==> src/sv/kmst_pkg.sv <==
// Shared types and constants for the spanning-tree block.
package kmst_pkg;

    // Field widths fixed by the item format
    localparam int NODE_PORT_W = 5;
    localparam int WEIGHT_PORT_W = 16;
    localparam int COST_W = 21;
    localparam int TNC_W = 6;
    localparam int TNC_RESET = 32;

    // Operation codes
    localparam logic OP_LOAD = 1'b0;
    localparam logic OP_CLEAR = 1'b1;

    // Register indexes
    localparam logic REG_TREE_NODE_COUNT = 1'b0;

    // Union-find memory control
    typedef struct packed {
        logic clear;
        logic we;
    } uf_ctl_t;

endpackage

==> src/sv/kmst_edge_mem.sv <==
// Edge store: one write port, one registered read port.
module kmst_edge_mem #(
    parameter int DEPTH = 64,
    parameter int AW = 6,
    parameter int DW = 27
) (
    input  logic          clk,
    input  logic          we,
    input  logic [AW-1:0] waddr,
    input  logic [DW-1:0] wdata,
    input  logic [AW-1:0] raddr,
    output logic [DW-1:0] rdata
);

    logic [DW-1:0] mem [DEPTH];
    logic [DW-1:0] rdata_reg;

    // Write and synchronous read
    always_ff @(posedge clk)
    begin
        if (we)
        begin
            mem[waddr] <= wdata;
        end
        rdata_reg <= mem[raddr];
    end

    assign rdata = rdata_reg;

endmodule

==> src/sv/kmst_uf_mem.sv <==
// Union-find memory: parent link and set size per node, valid bits give reset value.
module kmst_uf_mem #(
    parameter int DEPTH = 32,
    parameter int AW = 5,
    parameter int SW = 6
) (
    input  logic           clk,
    input  logic           rst_n,
    input  kmst_pkg::uf_ctl_t ctl,
    input  logic [AW-1:0]  waddr,
    input  logic [AW-1:0]  wparent,
    input  logic [SW-1:0]  wsize,
    input  logic [AW-1:0]  raddr,
    output logic [AW-1:0]  rparent,
    output logic [SW-1:0]  rsize
);
    import kmst_pkg::*;

    logic [AW+SW-1:0] mem [DEPTH];
    logic [AW+SW-1:0] q_reg;
    logic [DEPTH-1:0] valid_reg;
    logic             rvalid_reg;
    logic [AW-1:0]    raddr_reg;

    // Storage and registered read
    always_ff @(posedge clk)
    begin
        if (ctl.we)
        begin
            mem[waddr] <= {wparent, wsize};
        end
        q_reg <= mem[raddr];
        raddr_reg <= raddr;
    end

    // Entry valid bits; invalid entry is a root of size one
    always_ff @(posedge clk or negedge rst_n)
    begin
        if (!rst_n)
        begin
            valid_reg <= '0;
            rvalid_reg <= 1'b0;
        end
        else
        begin
            rvalid_reg <= valid_reg[raddr] && !ctl.clear;
            if (ctl.clear)
            begin
                valid_reg <= '0;
            end
            else if (ctl.we)
            begin
                valid_reg[waddr] <= 1'b1;
            end
        end
    end

    assign rparent = rvalid_reg ? q_reg[AW+SW-1:SW] : raddr_reg;
    assign rsize = rvalid_reg ? q_reg[SW-1:0] : SW'(1);

endmodule

==> src/sv/kruskal_mst_union_find.sv <==
// Kruskal spanning tree over a loaded edge list, union-find in memory.
// Input channel (in_valid/in_stall): one beat per edge or clear command.
//   A load beat stores the edge while the store has room; beats are taken
//   back to back while no run is active. A load beat with final_edge set
//   starts a run; in_stall stays high until the run hands off its last result.
// Run: each selection checks the accepted count and sweeps the edge store,
//   one read per cycle, then walks parent links for both endpoints with path
//   compression, then the union (S_URA, S_URB, S_UCMP, S_UW2) and S_EMIT to
//   hold the result. Each accepted edge yields one result beat.
// Output channel (out_valid/out_stall): results leave from an output
//   register; a held-back result register delays each beat until it is known
//   whether it is the last. A stalled output holds its beat and the run
//   waits for the slot. An empty tree gives one beat with edge_valid low.
// Configuration: APB, register 0 is tree_node_count (reset 32); write only
//   while idle.
// Reset: asynchronous, active low; clears the edge count, the union-find
//   valid bits and all control state. No clearing pass is needed.
module kruskal_mst_union_find #(
    parameter int MAX_NODES = 32,
    parameter int MAX_EDGES = 64,
    parameter int WEIGHT_BITS = 16
) (
    input  logic        clk,
    input  logic        rst_n,
    // APB configuration
    input  logic        psel,
    input  logic        penable,
    input  logic        pwrite,
    input  logic [2:0]  paddr,
    input  logic [31:0] pwdata,
    output logic [31:0] prdata,
    output logic        pready,
    // Input channel
    input  logic        in_valid,
    output logic        in_stall,
    input  logic        operation,
    input  logic [kmst_pkg::NODE_PORT_W-1:0]   end_node_a,
    input  logic [kmst_pkg::NODE_PORT_W-1:0]   end_node_b,
    input  logic [kmst_pkg::WEIGHT_PORT_W-1:0] edge_weight,
    input  logic        final_edge,
    // Output channel
    output logic        out_valid,
    input  logic        out_stall,
    output logic        edge_valid,
    output logic [kmst_pkg::NODE_PORT_W-1:0]   tree_node_a,
    output logic [kmst_pkg::NODE_PORT_W-1:0]   tree_node_b,
    output logic [kmst_pkg::WEIGHT_PORT_W-1:0] tree_weight,
    output logic [kmst_pkg::COST_W-1:0]        running_cost,
    output logic        incomplete,
    output logic        last_result
);
    import kmst_pkg::*;

    localparam int NW = $clog2(MAX_NODES);
    localparam int SW = $clog2(MAX_NODES + 1);
    localparam int WB = (WEIGHT_BITS < WEIGHT_PORT_W) ? WEIGHT_BITS : WEIGHT_PORT_W;
    localparam int EAW = (MAX_EDGES > 1) ? $clog2(MAX_EDGES) : 1;
    localparam int ECW = $clog2(MAX_EDGES + 1);
    localparam int EDW = 2 * NW + WB;
    localparam int TW = 9;

    // Sequencer states
    localparam logic [3:0] S_IDLE  = 4'd0;
    localparam logic [3:0] S_CHECK = 4'd1;
    localparam logic [3:0] S_SCAN  = 4'd2;
    localparam logic [3:0] S_FRD   = 4'd3;
    localparam logic [3:0] S_FCHK  = 4'd4;
    localparam logic [3:0] S_CRD   = 4'd5;
    localparam logic [3:0] S_CWR   = 4'd6;
    localparam logic [3:0] S_URA   = 4'd7;
    localparam logic [3:0] S_URB   = 4'd8;
    localparam logic [3:0] S_UCMP  = 4'd9;
    localparam logic [3:0] S_UW2   = 4'd10;
    localparam logic [3:0] S_EMIT  = 4'd11;
    localparam logic [3:0] S_FIN   = 4'd12;

    // Node index reduced modulo MAX_NODES by constant long division
    function automatic logic [NW-1:0] node_idx(input logic [NODE_PORT_W-1:0] v);
        logic [NODE_PORT_W:0] r;
        r = {1'b0, v};
        for (int k = 4; k >= 0; k--)
        begin
            if (int'(r) >= (MAX_NODES << k))
            begin
                r = r - (NODE_PORT_W + 1)'(MAX_NODES << k);
            end
        end
        return NW'(r);
    endfunction

    // Registers
    logic [3:0]        state_reg, state_next;
    logic [TNC_W-1:0]  tnc_reg, tnc_next;
    logic [ECW-1:0]    ecount_reg, ecount_next;
    logic [ECW-1:0]    scan_reg, scan_next;
    logic              rvalid_reg, rvalid_next;
    logic [EAW-1:0]    raddr_d_reg, raddr_d_next;
    logic              found_reg, found_next;
    logic [EAW-1:0]    best_idx_reg, best_idx_next;
    logic [NW-1:0]     best_a_reg, best_a_next;
    logic [NW-1:0]     best_b_reg, best_b_next;
    logic [WB-1:0]     best_w_reg, best_w_next;
    logic [MAX_EDGES-1:0] used_reg, used_next;
    logic              which_reg, which_next;
    logic [NW-1:0]     start_reg, start_next;
    logic [NW-1:0]     cur_reg, cur_next;
    logic [NW-1:0]     root_reg, root_next;
    logic [NW-1:0]     ra_reg, ra_next;
    logic [NW-1:0]     rb_reg, rb_next;
    logic [SW-1:0]     size_a_reg, size_a_next;
    logic [NW-1:0]     win_reg, win_next;
    logic [SW-1:0]     sum_reg, sum_next;
    logic [COST_W-1:0] cost_reg, cost_next;
    logic [SW-1:0]     acc_reg, acc_next;
    logic              ran_out_reg, ran_out_next;
    logic              pend_have_reg, pend_have_next;
    logic [NW-1:0]     pend_a_reg, pend_a_next;
    logic [NW-1:0]     pend_b_reg, pend_b_next;
    logic [WB-1:0]     pend_w_reg, pend_w_next;
    logic [COST_W-1:0] pend_cost_reg, pend_cost_next;
    logic              ov_reg, ov_next;
    logic              oe_reg, oe_next;
    logic [NW-1:0]     oa_reg, oa_next;
    logic [NW-1:0]     ob_reg, ob_next;
    logic [WB-1:0]     ow_reg, ow_next;
    logic [COST_W-1:0] oc_reg, oc_next;
    logic              oi_reg, oi_next;
    logic              ol_reg, ol_next;

    // Memory ports
    logic              em_we;
    logic [EAW-1:0]    em_raddr;
    logic [EDW-1:0]    em_wdata, em_rdata;
    uf_ctl_t           uf_ctl;
    logic [NW-1:0]     uf_waddr, uf_wparent, uf_raddr, uf_rparent;
    logic [SW-1:0]     uf_wsize, uf_rsize;

    // Decoded values
    logic              in_fire, cfg_wr, out_free, find_done, take;
    logic [TW-1:0]     nodes, needed;
    logic [NW-1:0]     rd_a, rd_b, done_root;
    logic [WB-1:0]     rd_w;

    kmst_edge_mem #(.DEPTH(MAX_EDGES), .AW(EAW), .DW(EDW)) u_edge_mem (
        .clk   (clk),
        .we    (em_we),
        .waddr (ecount_reg[EAW-1:0]),
        .wdata (em_wdata),
        .raddr (em_raddr),
        .rdata (em_rdata)
    );

    kmst_uf_mem #(.DEPTH(MAX_NODES), .AW(NW), .SW(SW)) u_uf_mem (
        .clk     (clk),
        .rst_n   (rst_n),
        .ctl     (uf_ctl),
        .waddr   (uf_waddr),
        .wparent (uf_wparent),
        .wsize   (uf_wsize),
        .raddr   (uf_raddr),
        .rparent (uf_rparent),
        .rsize   (uf_rsize)
    );

    // Handshakes and configuration
    assign in_stall = (state_reg != S_IDLE);
    assign in_fire = in_valid && !in_stall;
    assign out_free = !ov_reg || !out_stall;
    assign cfg_wr = psel && penable && pwrite;
    assign pready = 1'b1;
    assign prdata = (paddr[2] == REG_TREE_NODE_COUNT) ? 32'(tnc_reg) : 32'd0;

    // Edge count target
    assign nodes = (TW'(tnc_reg) > TW'(MAX_NODES)) ? TW'(MAX_NODES) : TW'(tnc_reg);
    assign needed = (nodes == '0) ? '0 : nodes - TW'(1);

    // Edge store fields
    assign em_wdata = {node_idx(end_node_a), node_idx(end_node_b), edge_weight[WB-1:0]};
    assign rd_a = em_rdata[EDW-1 -: NW];
    assign rd_b = em_rdata[WB + NW - 1 -: NW];
    assign rd_w = em_rdata[WB-1:0];
    assign em_raddr = scan_reg[EAW-1:0];
    assign take = rvalid_reg && !used_reg[raddr_d_reg] && (!found_reg || rd_w < best_w_reg);

    // Sequencer
    always_comb
    begin
        state_next = state_reg;
        tnc_next = tnc_reg;
        ecount_next = ecount_reg;
        scan_next = scan_reg;
        rvalid_next = 1'b0;
        raddr_d_next = scan_reg[EAW-1:0];
        found_next = found_reg;
        best_idx_next = best_idx_reg;
        best_a_next = best_a_reg;
        best_b_next = best_b_reg;
        best_w_next = best_w_reg;
        used_next = used_reg;
        which_next = which_reg;
        start_next = start_reg;
        cur_next = cur_reg;
        root_next = root_reg;
        ra_next = ra_reg;
        rb_next = rb_reg;
        size_a_next = size_a_reg;
        win_next = win_reg;
        sum_next = sum_reg;
        cost_next = cost_reg;
        acc_next = acc_reg;
        ran_out_next = ran_out_reg;
        pend_have_next = pend_have_reg;
        pend_a_next = pend_a_reg;
        pend_b_next = pend_b_reg;
        pend_w_next = pend_w_reg;
        pend_cost_next = pend_cost_reg;
        ov_next = ov_reg && out_stall;
        oe_next = oe_reg;
        oa_next = oa_reg;
        ob_next = ob_reg;
        ow_next = ow_reg;
        oc_next = oc_reg;
        oi_next = oi_reg;
        ol_next = ol_reg;
        em_we = 1'b0;
        uf_ctl = '0;
        uf_waddr = cur_reg;
        uf_wparent = root_reg;
        uf_wsize = uf_rsize;
        uf_raddr = cur_reg;
        find_done = 1'b0;
        done_root = root_reg;

        if (cfg_wr && paddr[2] == REG_TREE_NODE_COUNT)
        begin
            tnc_next = pwdata[TNC_W-1:0];
        end

        unique case (state_reg)
            S_IDLE:
            begin
                if (in_fire)
                begin
                    if (operation == OP_CLEAR)
                    begin
                        ecount_next = '0;
                    end
                    else
                    begin
                        if (ecount_reg < ECW'(MAX_EDGES))
                        begin
                            em_we = 1'b1;
                            ecount_next = ecount_reg + ECW'(1);
                        end
                        if (final_edge)
                        begin
                            uf_ctl.clear = 1'b1;
                            used_next = '0;
                            cost_next = '0;
                            acc_next = '0;
                            ran_out_next = 1'b0;
                            pend_have_next = 1'b0;
                            state_next = S_CHECK;
                        end
                    end
                end
            end
            S_CHECK:
            begin
                scan_next = '0;
                found_next = 1'b0;
                state_next = (TW'(acc_reg) >= needed) ? S_FIN : S_SCAN;
            end
            S_SCAN:
            begin
                // one read per cycle, compare the returned entry
                if (scan_reg < ecount_reg)
                begin
                    rvalid_next = 1'b1;
                    scan_next = scan_reg + ECW'(1);
                end
                if (take)
                begin
                    found_next = 1'b1;
                    best_idx_next = raddr_d_reg;
                    best_a_next = rd_a;
                    best_b_next = rd_b;
                    best_w_next = rd_w;
                end
                if (scan_reg == ecount_reg && !rvalid_reg)
                begin
                    if (found_reg)
                    begin
                        used_next[best_idx_reg] = 1'b1;
                        which_next = 1'b0;
                        start_next = best_a_reg;
                        cur_next = best_a_reg;
                        state_next = S_FRD;
                    end
                    else
                    begin
                        ran_out_next = 1'b1;
                        state_next = S_FIN;
                    end
                end
            end
            S_FRD:
            begin
                uf_raddr = cur_reg;
                state_next = S_FCHK;
            end
            S_FCHK:
            begin
                // follow the parent link until a root
                if (uf_rparent == cur_reg)
                begin
                    root_next = cur_reg;
                    if (start_reg == cur_reg)
                    begin
                        find_done = 1'b1;
                        done_root = cur_reg;
                    end
                    else
                    begin
                        cur_next = start_reg;
                        state_next = S_CRD;
                    end
                end
                else
                begin
                    cur_next = uf_rparent;
                    state_next = S_FRD;
                end
            end
            S_CRD:
            begin
                uf_raddr = cur_reg;
                state_next = S_CWR;
            end
            S_CWR:
            begin
                // path compression: point the node at the root
                uf_ctl.we = 1'b1;
                uf_waddr = cur_reg;
                uf_wparent = root_reg;
                uf_wsize = uf_rsize;
                cur_next = uf_rparent;
                if (uf_rparent == root_reg)
                begin
                    find_done = 1'b1;
                    done_root = root_reg;
                end
                else
                begin
                    state_next = S_CRD;
                end
            end
            S_URA:
            begin
                uf_raddr = ra_reg;
                state_next = S_URB;
            end
            S_URB:
            begin
                size_a_next = uf_rsize;
                uf_raddr = rb_reg;
                state_next = S_UCMP;
            end
            S_UCMP:
            begin
                // union by size, ties keep the first root
                uf_ctl.we = 1'b1;
                sum_next = size_a_reg + uf_rsize;
                if (size_a_reg < uf_rsize)
                begin
                    uf_waddr = ra_reg;
                    uf_wparent = rb_reg;
                    uf_wsize = size_a_reg;
                    win_next = rb_reg;
                end
                else
                begin
                    uf_waddr = rb_reg;
                    uf_wparent = ra_reg;
                    uf_wsize = uf_rsize;
                    win_next = ra_reg;
                end
                state_next = S_UW2;
            end
            S_UW2:
            begin
                uf_ctl.we = 1'b1;
                uf_waddr = win_reg;
                uf_wparent = win_reg;
                uf_wsize = sum_reg;
                cost_next = cost_reg + COST_W'(best_w_reg);
                acc_next = acc_reg + SW'(1);
                state_next = S_EMIT;
            end
            S_EMIT:
            begin
                // push the held result out, hold the new one
                if (!pend_have_reg || out_free)
                begin
                    if (pend_have_reg)
                    begin
                        ov_next = 1'b1;
                        oe_next = 1'b1;
                        oa_next = pend_a_reg;
                        ob_next = pend_b_reg;
                        ow_next = pend_w_reg;
                        oc_next = pend_cost_reg;
                        oi_next = 1'b0;
                        ol_next = 1'b0;
                    end
                    pend_have_next = 1'b1;
                    pend_a_next = best_a_reg;
                    pend_b_next = best_b_reg;
                    pend_w_next = best_w_reg;
                    pend_cost_next = cost_reg;
                    state_next = S_CHECK;
                end
            end
            S_FIN:
            begin
                if (out_free)
                begin
                    ov_next = 1'b1;
                    oe_next = pend_have_reg;
                    oa_next = pend_have_reg ? pend_a_reg : '0;
                    ob_next = pend_have_reg ? pend_b_reg : '0;
                    ow_next = pend_have_reg ? pend_w_reg : '0;
                    oc_next = pend_have_reg ? pend_cost_reg : '0;
                    oi_next = ran_out_reg;
                    ol_next = 1'b1;
                    pend_have_next = 1'b0;
                    state_next = S_IDLE;
                end
            end
            default:
            begin
                state_next = S_IDLE;
            end
        endcase

        // end of a find: second endpoint next, or go to union
        if (find_done)
        begin
            if (!which_reg)
            begin
                ra_next = done_root;
                which_next = 1'b1;
                start_next = best_b_reg;
                cur_next = best_b_reg;
                state_next = S_FRD;
            end
            else
            begin
                rb_next = done_root;
                state_next = (ra_reg == done_root) ? S_CHECK : S_URA;
            end
        end
    end

    // Control registers
    always_ff @(posedge clk or negedge rst_n)
    begin
        if (!rst_n)
        begin
            state_reg <= S_IDLE;
            tnc_reg <= TNC_W'(TNC_RESET);
            ecount_reg <= '0;
            scan_reg <= '0;
            rvalid_reg <= 1'b0;
            found_reg <= 1'b0;
            used_reg <= '0;
            which_reg <= 1'b0;
            cost_reg <= '0;
            acc_reg <= '0;
            ran_out_reg <= 1'b0;
            pend_have_reg <= 1'b0;
            ov_reg <= 1'b0;
        end
        else
        begin
            state_reg <= state_next;
            tnc_reg <= tnc_next;
            ecount_reg <= ecount_next;
            scan_reg <= scan_next;
            rvalid_reg <= rvalid_next;
            found_reg <= found_next;
            used_reg <= used_next;
            which_reg <= which_next;
            cost_reg <= cost_next;
            acc_reg <= acc_next;
            ran_out_reg <= ran_out_next;
            pend_have_reg <= pend_have_next;
            ov_reg <= ov_next;
        end
    end

    // Payload registers
    always_ff @(posedge clk)
    begin
        raddr_d_reg <= raddr_d_next;
        best_idx_reg <= best_idx_next;
        best_a_reg <= best_a_next;
        best_b_reg <= best_b_next;
        best_w_reg <= best_w_next;
        start_reg <= start_next;
        cur_reg <= cur_next;
        root_reg <= root_next;
        ra_reg <= ra_next;
        rb_reg <= rb_next;
        size_a_reg <= size_a_next;
        win_reg <= win_next;
        sum_reg <= sum_next;
        pend_a_reg <= pend_a_next;
        pend_b_reg <= pend_b_next;
        pend_w_reg <= pend_w_next;
        pend_cost_reg <= pend_cost_next;
        oe_reg <= oe_next;
        oa_reg <= oa_next;
        ob_reg <= ob_next;
        ow_reg <= ow_next;
        oc_reg <= oc_next;
        oi_reg <= oi_next;
        ol_reg <= ol_next;
    end

    // Output beat
    assign out_valid = ov_reg;
    assign edge_valid = oe_reg;
    assign tree_node_a = NODE_PORT_W'(oa_reg);
    assign tree_node_b = NODE_PORT_W'(ob_reg);
    assign tree_weight = WEIGHT_PORT_W'(ow_reg);
    assign running_cost = oc_reg;
    assign incomplete = oi_reg;
    assign last_result = ol_reg;

`ifndef SYNTH
    a_empty_is_last: assert property (@(posedge clk) disable iff (!rst_n)
        out_valid && !edge_valid |-> last_result)
        else $error("empty result not marked last");
    a_incomplete_last: assert property (@(posedge clk) disable iff (!rst_n)
        out_valid && incomplete |-> last_result)
        else $error("incomplete flag on a non-final result");
    a_acc_bound: assert property (@(posedge clk) disable iff (!rst_n)
        state_reg != S_IDLE |-> TW'(acc_reg) <= needed)
        else $error("accepted more edges than the tree needs");
    a_emit_holds: assert property (@(posedge clk) disable iff (!rst_n)
        state_reg == S_EMIT && pend_have_reg && ov_reg && out_stall |=> state_reg == S_EMIT)
        else $error("held result overwrote a stalled beat");
`endif

endmodule

==> config.mk <==
export PLATFORM = sky130hd
export DESIGN_NAME = kruskal_mst_union_find
export DESIGN_NICKNAME = d
export VERILOG_FILES = /design/src/sv/kmst_pkg.sv /design/src/sv/kmst_edge_mem.sv /design/src/sv/kmst_uf_mem.sv /design/src/sv/kruskal_mst_union_find.sv
export SDC_FILE = /design/constraint.sdc
export NUM_CORES = 2
export LEC_CHECK = 0
export BUFFER_PORTS_ARGS = -buffer_cell sky130_fd_sc_hd__buf_2
export CAP_MARGIN = 20
export CORE_UTILIZATION = 50
export CTS_CLUSTER_DIAMETER = 150
export DETAILED_ROUTE_END_ITERATION = 16
export GPL_TIMING_DRIVEN = 0
export PLACE_DENSITY_LB_ADDON = 0.1
export SLEW_MARGIN = 20
export SYNTH_ARGS = -nofsm -noshare
export SYNTH_HDL_FRONTEND = slang
export SYNTH_SLANG_ARGS = --single-unit
==> constraint.sdc <==
create_clock -name clk -period 8.1 [get_ports clk]
set_input_delay 2.43 -clock clk [delete_from_list [all_inputs] [get_ports clk]]
set_output_delay 2.43 -clock clk [all_outputs]
set_load 0.1 [all_outputs]
==> Yosys cells after proc, flatten, opt, wreduce, memory -nomap -nowiden <==
Memory sizes are Yosys's and may differ from the RTL's. A register that Yosys moved wholly into a read port is not among the register bits.
Index checks and enable logic that the tools add are counted.
{ "word_totals": {"out_inout_bits": 85, "n_memories": 2, "ramBits": 2016, "input_bits": 70, "elab_cells": 286, "ff_bits": 336} }
{ "mem_list": {"columns": ["name", "depth", "width", "read_ports", "rd_ports_with_merged_regs", "wr", "line_no", "text"], "rows": [
  ["u_edge_mem.mem", 64, 26, 1, 1, 1, "kmst_edge_mem.sv:15", "logic [DW-1:0] mem [DEPTH];"],
  ["u_uf_mem.mem", 32, 11, 1, 1, 1, "kmst_uf_mem.sv:19", "logic [AW+SW-1:0] mem [DEPTH];"]
]} }
{ "classes": {"magnitude_cmp": 12, "reduce_logical": 47, "n_mux": 139, "add_sub_neg": 6, "n_eq_ne": 36, "bitwise": 4} }
{ "op_table": {"columns": ["cell", "n"], "rows": [
  ["$mux W64", 5],
  ["$mux W21", 7],
  ["$pmux W64 S2", 1],
  ["$mux W5", 25],
  ["$pmux W21 S2", 2],
  ["$mux W16", 4],
  ["$mux W32", 2],
  ["$or A64 B64 Y64", 1],
  ["$pmux W4 S13", 1],
  ["$pmux W5 S2", 5],
  ["$mux W4", 12],
  ["$mux W1", 45],
  ["$mux W6", 7],
  ["$or A32 B32 Y32", 1],
  ["$pmux W16 S2", 1],
  ["$pmux W6 S2", 2],
  ["$ne A2 B2 Y1 const B", 11],
  ["$add A21 B16 Y21", 1],
  ["$mux W7", 3],
  ["$ne A3 B3 Y1 const B", 7],
  ["$eq A4 B4 Y1 const B", 5],
  ["$eq A5 B5 Y1", 4],
  ["$reduce_and A6 Y1", 3],
  ["$eq A4 B3 Y1 const B", 4],
  ["other kinds (42)", 85]
]} }

==> Logic depth before layout (Yosys ltp) <==
{ "logic_depth": {"ltp_word": 11, "ltp_mapped": 15, "ltp_nobuf": 14} }

==> Hierarchy <==
Synthesis repeated with hierarchy kept, for this count alone.
{ "hier_totals": {"hier_cells": 4723, "area_unflattened_um2": 93634.8} }
{ "modules_own_cells": {"columns": ["module", "n_inst", "area_each_um2", "cells_per_inst"], "rows": [
  ["kmst_edge_mem", 1, 64235.4, 2827],
  ["kmst_uf_mem", 1, 15299.7, 697],
  ["kruskal_mst_union_find", 1, 14099.8, 1199]
]} }

==> Least setup slack after synthesis <==
No wires, ideal clock.
{ "synth_timing": {"path_kind": "input-to-output", "from": "in paddr[2]", "to": "out prdata[0]", "path_stages": 1, "t_arrival_ns": 3.765, "n_path_buf": 0, "slack_ns": 1.905, "cell_sequence": "nor2b_1"} }
{ "synth_between": {"elab_chain_len": 1} }
{ "synth_rtl": {"columns": ["element", "line_no", "text"], "rows": [
  ["start, declared", "kruskal_mst_union_find.sv:29", "input logic [2:0] paddr,"],
  ["$mux W6", "kruskal_mst_union_find.sv:171", "assign prdata = (paddr[2] == REG_TREE_NODE_COUNT) ? 32'(tnc_reg) : 32'd0;"],
  ["end, declared", "kruskal_mst_union_find.sv:31", "output logic [31:0] prdata,"]
]} }
No other way between the ends.

==> Worst setup path after layout <==
{ "layout_timing": {"from": "reg scan_reg[0]", "to": "reg used_reg[27]"} }
{ "layout_between": {"elab_chain_len": 4} }
{ "layout_rtl": {"columns": ["element", "line_no", "text"], "rows": [
  ["start, declared", "kruskal_mst_union_find.sv:95", "logic [ECW-1:0] scan_reg, scan_next;"],
  ["start signal, assigned", "kruskal_mst_union_find.sv:489", "scan_reg <= scan_next;"],
  ["$eq A7 B7 Y1", "kruskal_mst_union_find.sv:290", "if (scan_reg == ecount_reg && !rvalid_reg)"],
  ["$logic_and A1 B1 Y1", "kruskal_mst_union_find.sv:290", null],
  ["$ne A2 B2 Y1 (no line)", null, null],
  ["$reduce_and A6 Y1 (no line)", null, null],
  ["end signal, assigned", "kruskal_mst_union_find.sv:492", "used_reg <= used_next;"],
  ["end, declared", "kruskal_mst_union_find.sv:103", "logic [MAX_EDGES-1:0] used_reg, used_next;"]
]} }
No other way between the ends.
A chain may end at the register's enable or synchronous reset.

==> results by group <==
Timing
  • Final setup fails: 0
  • Peak Freq: 170 MHz
  • Slew margin rel.: 22.2%
  • Layout Skew: 0.0338 ns
  • Tcrit/Tclk final: 72.8%
  • Setup TNS Final: 0 ns
  • Min Hold Slack: 0.406 ns
  • Tmin final: 5.90 ns
  • Worst Tran Pin Value: 1.17 ns
  • Max-slew violations: 0
  • Final worst setup slack: 2.20 ns
  • RSZ-0062 raised after global routing: no
  • Final hold vios: 0

Cells and area
  • Final Net Count: 5,446
  • Max reg flops: 1,664
  • # fillers: 13,800
  • Share of layout cells above drive strength 1: 24.6%
  • Synth-to-layout area growth: 15.3%
  • Non-Filler Instances: 8,005
  • Fin area: 0.108 mm2
  • Layout Utilization: 58.2%

Power and ir drop
  • Sequential power share: 54.6%
  • Total Power: 24.6 mW
  • Lkg Pwr: 35.9 nW
  • Comb pwr share: 1.4%
  • VDD IR max: 0.230 mV
  • Pwr per Cell Area: 227 mW/mm2
  • Clk network pwr share: 44.0%
  • Net Sw Frac: 20.4%
  • P_int: 19.5 mW
  • Psw: 5.01 mW

Place
  • Dpl cells: 7,549
  • GPL Wtd Cong: 0.861
  • Number of I/O port buffers: 99
  • DP HPWL: 165 mm
  • Pre-CTS setup slack: 2.27 ns
  • Placed cell area: 0.100 mm2

Detailed routing
  • Starting DRT DRC Count: 5,537
  • Wirelength, routed: 244 mm
  • DRC violations left: 0
  • Vias per Instance: 6.03
  • Final ANT Viol Nets: 0
  • Drt pass-1 iters: 5
  • Drt wl/cell: 30.5 um
  • Vias: 48,300

Logic synthesis
  • Post-Syn Area: 0.0938 mm2
  • Sequential fraction of the synthesis area: 75.1%
  • Leading cell types by count after synthesis: edfxtp_1, mux4_2, nand2_1
  • Post-synth EDFFs: 2,177
  • Yosys warnings: 0
  • Post-synth top area cell: edfxtp_1
  • Syn Inst Count: 4,857
  • Yosys top cell area share: 69.7%
  • Count leader, synth: edfxtp_1
  • Synth area leaders: edfxtp_1, mux4_2, dfrtp_1
  • Syn_area_per_cell: 19.3 um2
  • Asr flop ratio synth: 6.45%
  • Flops & latches, synth: 2,389
  • Top FF cell, synth: edfxtp_1
  • Post-synthesis cell type count: 76

GRT
  • Vias in the first global route: 48,400
  • Global router's overall resource usage: 25.9%
  • Largest net degree at the start of global routing: 94
  • Global-route wire length before repair: 351 mm
  • Initial antenna violation count: 23
  • Total gr overflow: 0

Run
  • MaxCap Viol Count: 0

Die
  • IO Pins: 155
  • Die height: 435 um
  • Die area: 0.189 mm2
  • Die Width: 435 um
  • Initial Util: 50.5%
  • Core area: 0.186 mm2
  • Row Count: 158

Clock network
  • Post-CTS setup buffer count: 0
  • CTS buffer count: 237
  • Worst-case clock buffer depth: 3
  • Worst-Skew Late Latency: 0.88 ns
  • Resized Gates After CTS: 0
  • CTS sink count: 2,389
  • Clock-pin slew on the worst setup and hold paths: 0.06 ns
  • # H-tree levels: 4
  • Hold buffers post-CTS: 0
  • CTS tree: built
  • Root Driver: clkbuf_16

Critical path
  • Critical Path AT: 6.68 ns
  • Crit. Startpoint: scan_reg[0]
  • Critical Path Start Type: flop
  • Crit path to: used_reg[27]
  • Capturing element type of the critical path: flop
  • Crit Path Max Fanout: 10
  • R2r setup slk: 2.20 ns
  • Worst reg2reg path depth: 14
  • Crit Path Class: flop to flop
  • Worst endpoint required time: 8.88 ns
  • RR Startpoint: scan_reg[0]
  • Reg-to-Reg End: used_reg[27]

Min path
  • Min-Delay Path Class: flop to flop

Status
  • Status: finished, final reports clean
[area by class of cell]
class | count | area (um2) | share of cell area, %
clock inverter | 142 | 1250 | 1.16
timing repair buffer | 192 | 2730 | 2.53
multi-input combinational | 2158 | 22700 | 21.0
tap | 2480 | 3100 | 2.87
buffer | 286 | 1350 | 1.25
antenna | 7 | 17.5 | 0.0162
clock buffer | 302 | 6390 | 5.91
inverter | 49 | 185 | 0.171
sequential | 2389 | 70400 | 65.1
[cell families after synthesis]
kind of cell	after synthesis	share of synthesized area (%)
other cells	2	0.00801
flops	2389	75.1
simple gates	996	4.73
mux	602	14.1
buf+inv	335	1.59
fa+ha+maj	63	0.857
compound gates	420	3.18
xor+xnor	50	0.467
[placed cells by master, fill, tap and decap left out, types with 22 or more instances in the layout]
cell type	netlist	layout
nor2_1	231	140
nor2_4	0	64
buf_4	44	70
clkinv_1	1	62
clkinv_2	1	41
a31oi_1	30	29
a311oi_1	44	44
nor2b_1	68	68
and3_1	41	41
o21ai_0	40	34
inv_1	45	45
dfrtp_1	153	153
clkbuf_2	1	24
buf_16	0	58
dfxtp_1	58	58
xor2_1	28	28
clkbuf_16	0	240
ha_1	61	61
buf_1	51	27
mux4_2	574	574
conb_1	2	27
nor2_2	1	28
nand2_1	426	423
buf_2	22	109
nand3_1	144	142
a21oi_1	117	116
clkbuf_1	163	199
edfxtp_1	2177	2177
xnor2_1	22	22
a21o_1	40	40
[routing by layer]
| metal | up-vias | wire, um | track usage [%] |
|---|---|---|---|
| met3 | 348 | 15800 | 4.24 |
| met2 | 1770 | 121000 | 42.4 |
| met5 | - | 29 | 0 |
| li1 | 20500 | - | - |
| met4 | 4 | 7340 | 7.91 |
| met1 | 25600 | 100000 | 36.0 |
[power groups by stage]
stage          registers [mW]  clock network (mW)  logic (mW)
2_1_floorplan            13.7                   0       0.148
3_3_place_gp             13.7                   0       0.327
3_5_place_dp             13.7                   0       0.346
4_1_cts                  13.4                10.9       0.346
5_1_grt                  13.4                11.4       0.370
6_report                 13.4                10.8       0.343
[worst max-delay path: stages (launching register included)]
cell and delay, ns:
dfrtp_1 0.39, clkbuf_1 0.79, clkbuf_2 0.61, clkbuf_1 0.82, inv_1 0.11, ha_1 0.31
nand4_1 0.08, nor2_1 0.42, and3_1 0.22, clkbuf_1 0.37, nor2_1 0.22, clkbuf_1 0.28
nor3_1 0.85, a21oi_1 0.15, nor2_1 0.14
[worst min path at each step]
stage,startpoint,endpoint,cells after the start
global route,u_edge_mem.rdata[19],best_b_reg[3],0
floorplan,scan_reg[2],raddr_d_reg[2],0
finish,u_edge_mem.rdata[18],best_b_reg[2],0
global placement,u_edge_mem.rdata[18],best_b_reg[2],0
CTS,u_edge_mem.rdata[18],best_b_reg[2],0
detailed placement,u_edge_mem.rdata[18],best_b_reg[2],0
(Power assumes the default switching activity.)
